[src/hdl/pcl_ram.sv]
`timescale 1ns / 1ps

module pcl_ram #(
	parameter int WIDTH = 32,
	parameter int DEPTH = 8
) (
	input  logic                     clk,
	input  logic                     we,
	input  logic [$clog2(DEPTH)-1:0] waddr,
	input  logic [WIDTH-1:0]         wdata,
	input  logic                     re,
	input  logic [$clog2(DEPTH)-1:0] raddr,
	output logic [WIDTH-1:0]         rdata
);

	logic [WIDTH-1:0] mem_q [DEPTH];

	always_ff @(posedge clk) begin
		if (we) begin
			mem_q[waddr] <= wdata;
		end
		// hold read data while the consumer stalls
		if (re) begin
			rdata <= mem_q[raddr];
		end
	end

endmodule

[config.mk]
export PLATFORM = sky130hd
export DESIGN_NAME = pcl_ram
export DESIGN_NICKNAME = d
export VERILOG_FILES = /design/src/hdl/pcl_ram.sv
export SDC_FILE = /design/constraint.sdc
export NUM_CORES = 1
export LEC_CHECK = 0
export BUFFER_PORTS_ARGS = -buffer_cell sky130_fd_sc_hd__buf_4
export CORE_MARGIN = 3
export CORE_UTILIZATION = 41
export CTS_CLUSTER_SIZE = 28
export DETAILED_ROUTE_END_ITERATION = 12
export GPL_TIMING_DRIVEN = 1
export MAX_ROUTING_LAYER = met4
export PLACE_DENSITY = 0.69
export SLEW_MARGIN = 20
export SYNTH_ARGS = -nofsm -noshare
export SYNTH_HDL_FRONTEND = slang
export SYNTH_SLANG_ARGS = --single-unit
[constraint.sdc]
create_clock -name clk -period 4.2 [get_ports clk]
set_input_delay 0.21 -clock clk [delete_from_list [all_inputs] [get_ports clk]]
set_output_delay 0.21 -clock clk [all_outputs]
set_load 0.03 [all_outputs]
Yosys cells after proc, flatten, opt, wreduce, memory -nomap -nowiden
Memories as Yosys holds them, arrays and structs flattened. A register that Yosys moved wholly into a read port is not among the register bits.
Cells that the tools add are included.
Cells by class
  add/subtract/negate cells: 0
  reductions and logical operators: 0
  bitwise operators: 0
  divide/modulo/power cells: 0
  eq/ne operators: 0
  magnitude comparators: 0
  multiplexer cells: 2
  $mul: 0
  shifts and indexed selects: 0
Operators with widths (number)
  $mux 1: 2
Word-level totals
  bits in read-only memories: 0
  memories kept: 1
  flip-flop bits (word level): 0
  output and inout bits: 32
  logic and storage cells: 3
  bits in latches: 0
  input bits: 41
  memory bits (writable): 256
Memory list
  mem_q: depth 8, width 32, read ports 1, clocked after Yosys merged registers in 1, wr ports 1, line 16  | logic [WIDTH-1:0] mem_q [DEPTH];

Depth between registers and ports, before layout
Gate-level depths: netlist (run 1).
  word-level depth: 2
  mapped depth: 4
  gate-level depth less buffers: 2

Worst setup path after synthesis (run 1)
OpenSTA, ideal clock, no wires.
  path type: input to register
  start: input waddr[2]
  end: memory mem_q[0][0] (enable)
  arrival: 2.596 ns
  library setup time: 0.461 ns
  buffers on the path: 0
  required time: 3.739 ns
  cell stages on the path: 2
  slack: 1.143 ns
  cell sequence: nand2b_1 -> nor3_1
RTL lines
  start, declared: line 9  | input logic [$clog2(DEPTH)-1:0] waddr,
  end, declared: line 16
Straight into the memory's write port.

Worst setup path in the final report (run 1)
  start: input waddr[2]
  end: memory mem_q[2][22] (enable)
Straight into the memory's write port.

==> results of run 1 <==
layer usage:
layer / global-route usage, % / wire [µm]
met4: 3.27 / 278
met3: 2.65 / 804
met1: 18.0 / 8130
met5: - / 0
met2: 25.1 / 10500
power by group through the flow:
stage / sequential, mW / combinational, mW / clock (mW)
floorplan: 3.42 / 0.164 / 0
finish: 3.31 / 0.380 / 2.47
CTS: 3.32 / 0.389 / 2.52
global route: 3.32 / 0.409 / 2.65
global placement: 3.37 / 0.350 / 0
detailed placement: 3.38 / 0.362 / 0
flip-flops by register name, indices dropped and copies added (netlist names):
register  cells
mem_q       256
rdata        32
cell families (layout without fill, tap and decap cells):
kind of cell | count (synthesis) | in the layout | synth area share, %
buffers and inverters | 18 | 167 | 1.18
flip-flops | 288 | 288 | 80.2
multiplexers | 96 | 96 | 18.1
other | 0 | 1 | 0
AND/OR/NAND/NOR | 13 | 13 | 0.545
final cells by class:
class	instances	area, µm²	share of cell area, %
clock buffers	36	752	5.79
flip-flops and latches	288	8650	66.6
clock inverters	18	170	1.31
diodes	1	2.50	0.0193
repair buffers	113	932	7.18
well taps	330	413	3.18
multi-input cells	109	2070	15.9
cell usage after synthesis:
cell type | n | area (µm²)
buf_1 | 4 | 15.0
buf_2 | 6 | 30.0
buf_6 | 7 | 78.8
clkbuf_1 | 1 | 3.75
edfxtp_1 | 288 | 8650
mux2_2 | 32 | 360
mux4_1 | 40 | 1050
mux4_2 | 24 | 541
nand2_1 | 2 | 7.51
nand2b_1 | 3 | 18.8
nor2_1 | 6 | 22.5
nor3_1 | 2 | 10.0
path summary, 6_finish.rpt:
kind,to,slack (ps),cells after the start
min reg2reg,rdata[18]$_DFFE_PP_,750,2
max reg2reg,rdata[14]$_DFFE_PP_,2790,2
max,mem_q[2][22]$_DFFE_PP_,2630,4
min,rdata[30]$_DFFE_PP_,200,1
critical path: stages:
cell and delay (ps):
buf_4 110, nand2b_1 290, nor2_4 760, buf_4 390
what timing repair did:
action | CTS | global route
hold buffers | 32 | 0
endpoints found under the hold margin | 256 | 0
setup endpoints to repair | 0 | 0
cells in the final DEF (no fill, tap or decap):
cell	n
edfxtp_1	288
dlygate4sd3_1	32
mux4_1	40
nor2_4	6
mux2_2	32
inv_6	1
mux4_2	24
nor3_2	2
diode_2	1
nand2b_1	3
nand2_1	2
clkinv_2	6
buf_4	80
bufinv_16	3
clkinv_1	6
clkinvlp_4	1
buf_6	1
inv_8	1
clkbuf_16	29
clkbuf_1	7
==> results.toml, run 1 <==
[power]
swShare_pct = 20.1
intPower_mw = 4.92
cellPowerDensity_nw_per_um2 = 474
clock_power_share_pct = 40.0
total_power_mw = 6.16
combinationalPowerShare_pct = 6.2
seq_power_share_pct = 53.8
power.switching_mw = 1.24
vdd_ir_drop_max_v = 0.000242
leakage_nw = 4.34

[placed_design]
port-buffer-count = 72
dpl-instance-area_um2 = 11700
pre_cts_ws_ps = 1840
hpwlAfterDp_mm = 10.4
place_congestion = 0.667
placedCellCount = 808

[synth]
syn_avg_cell_area_um2 = 26.0
synth_nets = 456
synth.cell_area_um2 = 10800
synth_seq_area_share_pct = 80.2
yosys_warnings = 0
post_synth_inst_count = 415
synth.distinct_cells = 12
postSynthRegisterBits = 288

[global_routing]
first_global_vias = 5002
grt_usage_pct = 14.5
grt_first_pass_wirelength_mm = 30.3
antenna_found_initial = 1
globalRoute.totalOverflow = 0
grt_start_max_net_pins = 65

[layout]
finish.instance_area_um2 = 13000
fillCellCount = 2020
syn2layout_area_growth_pct = 20.4
num-nets-final = 582
layout-drive-gt1-share_pct = 33.0
finalNonFillerCells = 895
post-route-util_pct = 50.8

[floorplan]
initial_utilization_pct = 42.2
fp.dieArea_um2 = 28300
die-width_um = 168
floorplan.die.height_um = 168
ioPinCount = 73
core_region_area_um2 = 25500
row_count = 58

[setup_path]
timing.setup.critical_path_class = "input pin to register"
worst_setup_path_end_kind = "register"
cp.arrival_ps = 1780
crit_fanout = 20
reg2reg_from = "mem_q[2][14]$_DFFE_PP_"
worst-endpoint-required_ps = 4410
critPathLaunchType = "input pin"
setup.worst_path.start = "waddr[2]"

[clock_tree]
clk_root_buffer_cell = "clkbuf_16"
clock_latency_ps = 540
postCtsSetupRepairBufs = 0
cts-htree-levels = 1
tritoncts.num_buffers = 29
clock_path_buffers = 3
post_cts.resized_instances = 0
clk_pin_slew_ps = 60
clock_sinks = 288
cts_tree = "yes"

[sta]
setup_total_negative_slack_ps = 0
hold_violations = 0
finalSetupViolCount = 0
final-max-slew-violation-count = 0
finalClockSkew_ps = 11.7
final_min_period_over_clock_period_pct = 37.4
period_minus_slack_ps = 1570
worst_slew_margin_rel_pct = 42.0
max_clock_freq_mhz = 637
worst_pin_slew_ps = 867
post-route-worst-setup-slack_ps = 2630
setup_repair_after_global_routing_missed_its_margin = "false"
timing.hold.ws_ps = 203

[job]
drv.max_cap_violation_count = 0

[route]
wl_mm = 19.7
drt_drc_violations_left = 0
route.detailed.wl_per_inst_um = 22.0
starting_drc_count_in_detailed_routing = 271
ant_nets = 0
vias_per_cell = 5.18
first_pass_iters = 4
route.vias.total = 4639

[worst_hold_path]
hold_start = "re"
hold_class = "input pin to register"

[outcome]
status = "complete, no violations"
Power figures use the tool's default switching activity.
==> inputs of run 2 (changes only) <==
Clock period 4.2 ns to 1.53 ns, I/O delays scaled along.
==> run 2 against run 1 <==
Net effect:
- first-iteration DRC count increased by 31%
- critical path depth decreased by 2
- clock skew down 5.7 ps
- critical path type is now register to register
- cell area rose by 2.1%
- clock-buffer cell count down 7
- core utilization increased by 1.0 points
- via count increased by 2.3%
- non-clock buffer count grew 13
==> results.toml, run 2 (synthesis results as in run 1) <==
[outcome]
status = "complete, no violations"

[layout]
antenna_cells_inserted = 0
num-nets-final = 594
syn2layout_area_growth_pct = 22.8
number_of_flip_flops_under_the_largest_register_name = 256
most-common-layout-cells = "288 x edfxtp_1, 81 x buf_4, 40 x mux4_1"
layout-drive-gt1-share_pct = 34.4
finalNonFillerCells = 902
largest-register = "mem_q"
layout_top_registers = "mem_q (256), rdata (32)"
final_common_cell = "edfxtp_1"

[floorplan]
ioPinCount = 73
die-width_um = 168
core_region_area_um2 = 25500
initial_utilization_pct = 42.2
floorplan.die.height_um = 168
fp.dieArea_um2 = 28300
row_count = 58

[placed_design]
placedCellCount = 821
hpwlAfterDp_mm = 10.9
port-buffer-count = 72
place_congestion = 0.660

[setup_path]
worst-endpoint-required_ps = 1810
crit_fanout = 1
cp.arrival_ps = 1740
timing.reg2reg.worst_path_depth = 2
critPathLaunchType = "register"
timing.setup.critical_path_class = "register to register"
worst_setup_path_end_kind = "register"

[sta]
worst_pin_slew_ps = 557
finalClockSkew_ps = 6.02
finalSetupViolCount = 0
hold_violations = 0
setup_total_negative_slack_ps = 0
setup_repair_after_global_routing_missed_its_margin = "false"
final-max-slew-violation-count = 0
period_minus_slack_ps = 1470
max_clock_freq_mhz = 681
final_min_period_over_clock_period_pct = 95.9
worst_slew_margin_rel_pct = 62.9

[global_routing]
globalRoute.totalOverflow = 0
first_global_vias = 5243
antenna_found_initial = 0
grt_first_pass_wirelength_mm = 30.9
grt_start_max_net_pins = 33
grt_usage_pct = 14.8

[route]
wl_mm = 20.2
drt_drc_violations_left = 0
first_pass_iters = 4
route.vias.total = 4745
vias_per_cell = 5.26
starting_drc_count_in_detailed_routing = 356
ant_nets = 0
route.detailed.wl_per_inst_um = 22.4

[power]
cellPowerDensity_nw_per_um2 = 1290
total_power_mw = 17.0
vdd_ir_drop_max_v = 0.000639
leakage_nw = 4.45

[clock_tree]
cts_tree = "yes"
clk_pin_slew_ps = 60
cts.hold.buffers_added = 32
postCtsSetupRepairBufs = 0
cts-htree-levels = 1
tritoncts.num_buffers = 28
clk_root_buffer_cell = "clkbuf_16"
clock_latency_ps = 530
post_cts.resized_instances = 0
clock_sinks = 288
clock_path_buffers = 3

[job]
drv.max_cap_violation_count = 0

[worst_hold_path]
hold_class = "input pin to register"
hold_depth = 1
## run 2: cell count changes in the layout (fill, tap and decap cells not counted)
| cell | delta |
|---|---|
| buf_12 | +13 |
| clkbuf_1 | -7 |
| clkinv_1 | +4 |
| clkinv_2 | -3 |
| nor3_2 | -2 |
| nor3_4 | +2 |
| buf_4 | +1 |
| buf_6 | -1 |
| bufinv_16 | +1 |
| clkinv_4 | +1 |
| clkinvlp_4 | +1 |
| diode_2 | -1 |
| inv_6 | -1 |
| inv_8 | -1 |
## run 2: final timing paths
check / startpoint / end / slack, ps
hold reg to reg: mem_q[7][12]$_DFFE_PP_ / rdata[12]$_DFFE_PP_ / 750
hold / removal: re / rdata[27]$_DFFE_PP_ / 70
setup reg to reg: mem_q[6][5]$_DFFE_PP_ / rdata[5]$_DFFE_PP_ / 60
setup / recovery: mem_q[6][5]$_DFFE_PP_ / rdata[5]$_DFFE_PP_ / 60
## run 2: cell type report
type	instances	area (µm²)
flip-flops and latches	288	8650
fillers	1986	12300
clock buffers	29	726
multi-input cells	109	2080
well taps	330	413
clock inverters	20	196
repair buffers	126	1190
## run 2: worst max-delay path: stages, from the launching register on
cell,delay [ps]
edfxtp_1,400
mux4_1,530
mux2_2,290
## run 2: report_power, final
| group | internal, mW | total [mW] | leakage, nW | switching [mW] |
|---|---|---|---|---|
| clock network | 4.08 | 6.83 | 0.446 | 2.75 |
| registers | 9.02 | 9.09 | 2.64 | 0.0784 |
| logic | 0.544 | 1.12 | 1.36 | 0.578 |
## run 2: per-layer routing
layer  wire length, µm  track usage (%)
met5                 0                -
met2             10200             24.2
met1              8860             19.9
met4               309             2.99
met3               835             2.51
## run 2: metrics by stage
step	hold slack, ps	setup slack [ps]	area, µm²	utilization (%)
floorplan	175	-369	10800	-
global placement	302	-46.8	12000	47.0
detailed placement	310	-84.8	12000	47.0
CTS	66.0	59.0	13300	51.9
global route	71.6	54.4	13300	51.9
finish	75.0	62.3	13300	51.9
==> inputs of run 3 (changes only) <==
Settings changed: ABC_AREA from default to 1, CORE_ASPECT_RATIO from default to 0.7, CORE_UTILIZATION 41 to 61, PLACE_DENSITY 0.69 to 0.91.
==> run 3 against run 2 <==
Net effect:
- maximum frequency is 14% higher
- worst setup slack better by 180 ps
- synthesized cell count grew to 2.8 times the previous value
- critical path type is now register to output pin
- critical endpoint is now rdata[12]
- largest cell class unchanged
==> results.toml, run 3 <==
[setup_path]
reg2reg_from = "mem_q[7][14]$_DFFE_PP_"
timing.critical_path.max_delay_family = "flip-flops"
worst-path-buf-inv = 1
worst_setup_path_end_kind = "output pin"
cp_slowest_cell = "edfxtp_1"
setup.worst_path.start = "rdata[12]$_DFFE_PP_"
timing.setup.critical_path_class = "register to output pin"
crit_fanout = 1
maximum_cell_stage_delay_along_the_critical_path_ps = 460
cp.arrival_ps = 1210
critPathLaunchType = "register"
crit_chain = "buf_4"
worst-endpoint-required_ps = 1450

[layout]
layout_top_registers = "mem_q (256), rdata (32)"
most-common-layout-cells = "422 x nand2_1, 288 x edfxtp_1, 260 x inv_1"
number_of_flip_flops_under_the_largest_register_name = 256
final_common_cell = "nand2_1"
largest-register = "mem_q"
syn2layout_area_growth_pct = 17.8
finish.instance_area_um2 = 14400
finalNonFillerCells = 1551
layout-drive-gt1-share_pct = 11.0
num-nets-final = 1309

[clock_tree]
post_cts.resized_instances = 0
clk_pin_slew_ps = 70
clock_latency_ps = 540
cts-htree-levels = 1
cts_tree = "yes"
clock_path_buffers = 3
postCtsSetupRepairBufs = 0
clk_root_buffer_cell = "clkbuf_16"
clock_sinks = 288
tritoncts.num_buffers = 27

[route]
ant_nets = 0
vias_per_cell = 5.32
starting_drc_count_in_detailed_routing = 1028
route.vias.total = 8256
first_pass_iters = 6
drt_drc_violations_left = 0
wl_mm = 27.3
route.detailed.wl_per_inst_um = 17.6

[sta]
max_clock_freq_mhz = 775
setup_repair_after_global_routing_missed_its_margin = "false"
period_minus_slack_ps = 1290
finalClockSkew_ps = 11.0
final_min_period_over_clock_period_pct = 84.3
finalSetupViolCount = 0
worst_slew_margin_rel_pct = 57.8
timing.hold.ws_ps = 85.6
setup_total_negative_slack_ps = 0
hold_violations = 0
final-max-slew-violation-count = 0
worst_pin_slew_ps = 632

[power]
vdd_ir_drop_max_v = 0.000849
swShare_pct = 22.3
intPower_mw = 13.2
cellPowerDensity_nw_per_um2 = 1190
clock_power_share_pct = 38.3
seq_power_share_pct = 53.5
power.switching_mw = 3.80
leakage_nw = 6.51
combinationalPowerShare_pct = 8.3

[global_routing]
antenna_found_initial = 1
met3_demand_to_capacity_share_in_global_routing_pct = 3.81
globalRoute.totalOverflow = 0
grt_usage_pct = 26.1
gr-usage-met1_pct = 33.8
grt_start_max_net_pins = 129
first_global_vias = 8420
grt.busiest_layer = "met2"
grt_first_pass_wirelength_mm = 43.3
grt_use_met2_pct = 42.9

[floorplan]
fp.dieArea_um2 = 21700
core_region_area_um2 = 19200
die-width_um = 175
floorplan.die.height_um = 124
row_count = 42
initial_utilization_pct = 63.4
ioPinCount = 73

[synth]
synth_top_area_share_pct = 70.9
synth_seq_area_share_pct = 70.9
yosys_warnings = 0
synth_edf_count = 288
ys_dominant_reg_cell = "edfxtp_1"
synth.cell_area_um2 = 12200
synthTopCellsByCount = "422 x nand2_1, 288 x edfxtp_1, 260 x inv_1, 128 x nand3_1, 20 x buf_2"
yosys.area.top_type = "edfxtp_1"
syn_avg_cell_area_um2 = 10.5
postSynthRegisterBits = 288
synthMostInstantiatedCell = "nand2_1"
synth.distinct_cells = 11
post_synth_inst_count = 1156
ys_top_cells_by_area = "edfxtp_1 71%, nand2_1 13%, inv_1 8.0%"
postSynth.asyncResetShare_pct = 0
synth_nets = 1197

[placed_design]
place_congestion = 0.792
hpwlAfterDp_mm = 15.0
placedCellCount = 1471
dpl-instance-area_um2 = 13200
port-buffer-count = 72

[outcome]
status = "complete, no violations"

[worst_hold_path]
hold_start = "re"
hold_class = "input pin to register"

[job]
drv.max_cap_violation_count = 0
[run 3: cell families after synthesis]
group | synth area share (%)
buf+inv | 10.6
simple gates | 18.5
flops | 70.9
[run 3: layout make-up]
cell class,count,area (µm²)
antenna,1,2.50
clock buffer,33,698
clock inverter,14,140
fill,1191,4880
inverter,262,985
multi-input combinational,558,2310
sequential,288,8650
tap,264,330
timing repair buffer,131,1240
[run 3: power by group through the flow]
| stage | sequential [mW] | clock (mW) | combinational, mW |
|---|---|---|---|
| finish | 9.10 | 6.51 | 1.41 |
| global route | 9.12 | 6.86 | 1.54 |
| CTS | 9.10 | 6.55 | 1.40 |
| detailed placement | 9.26 | 0 | 1.31 |
| global placement | 9.25 | 0 | 1.25 |
| floorplan | 9.38 | 0 | 0.636 |
[run 3: layer usage]
metal	vias up	wire length [µm]
li1	3834	-
met1	3871	10200
met2	466	13500
met3	85	2710
met4	0	823
met5	-	0
[run 3: path summary, 6_finish.rpt]
path,to,slack (ps),depth (start not counted)
setup / recovery,rdata[12],240,1
setup reg to reg,rdata[14]$_DFFE_PP_,400,6
hold reg to reg,rdata[6]$_DFFE_PP_,710,6
hold / removal,rdata[26]$_DFFE_PP_,90,1
[run 3: timing repair]
| action | 4_1_cts | 5_1_grt |
|---|---|---|
| setup endpoints to repair | 0 | 0 |
| hold buffers | 32 | 0 |
| hold endpoints to repair | 256 | 0 |
[run 3: through the flow]
stage | util [%] | power, mW | setup WS, ps
global placement | 68.6 | 10.5 | 206
CTS | 74.6 | 17.0 | 245
floorplan | - | 10.0 | -464
global route | 74.6 | 17.5 | 244
finish | 74.6 | 17.0 | 240
detailed placement | 68.6 | 10.6 | 127
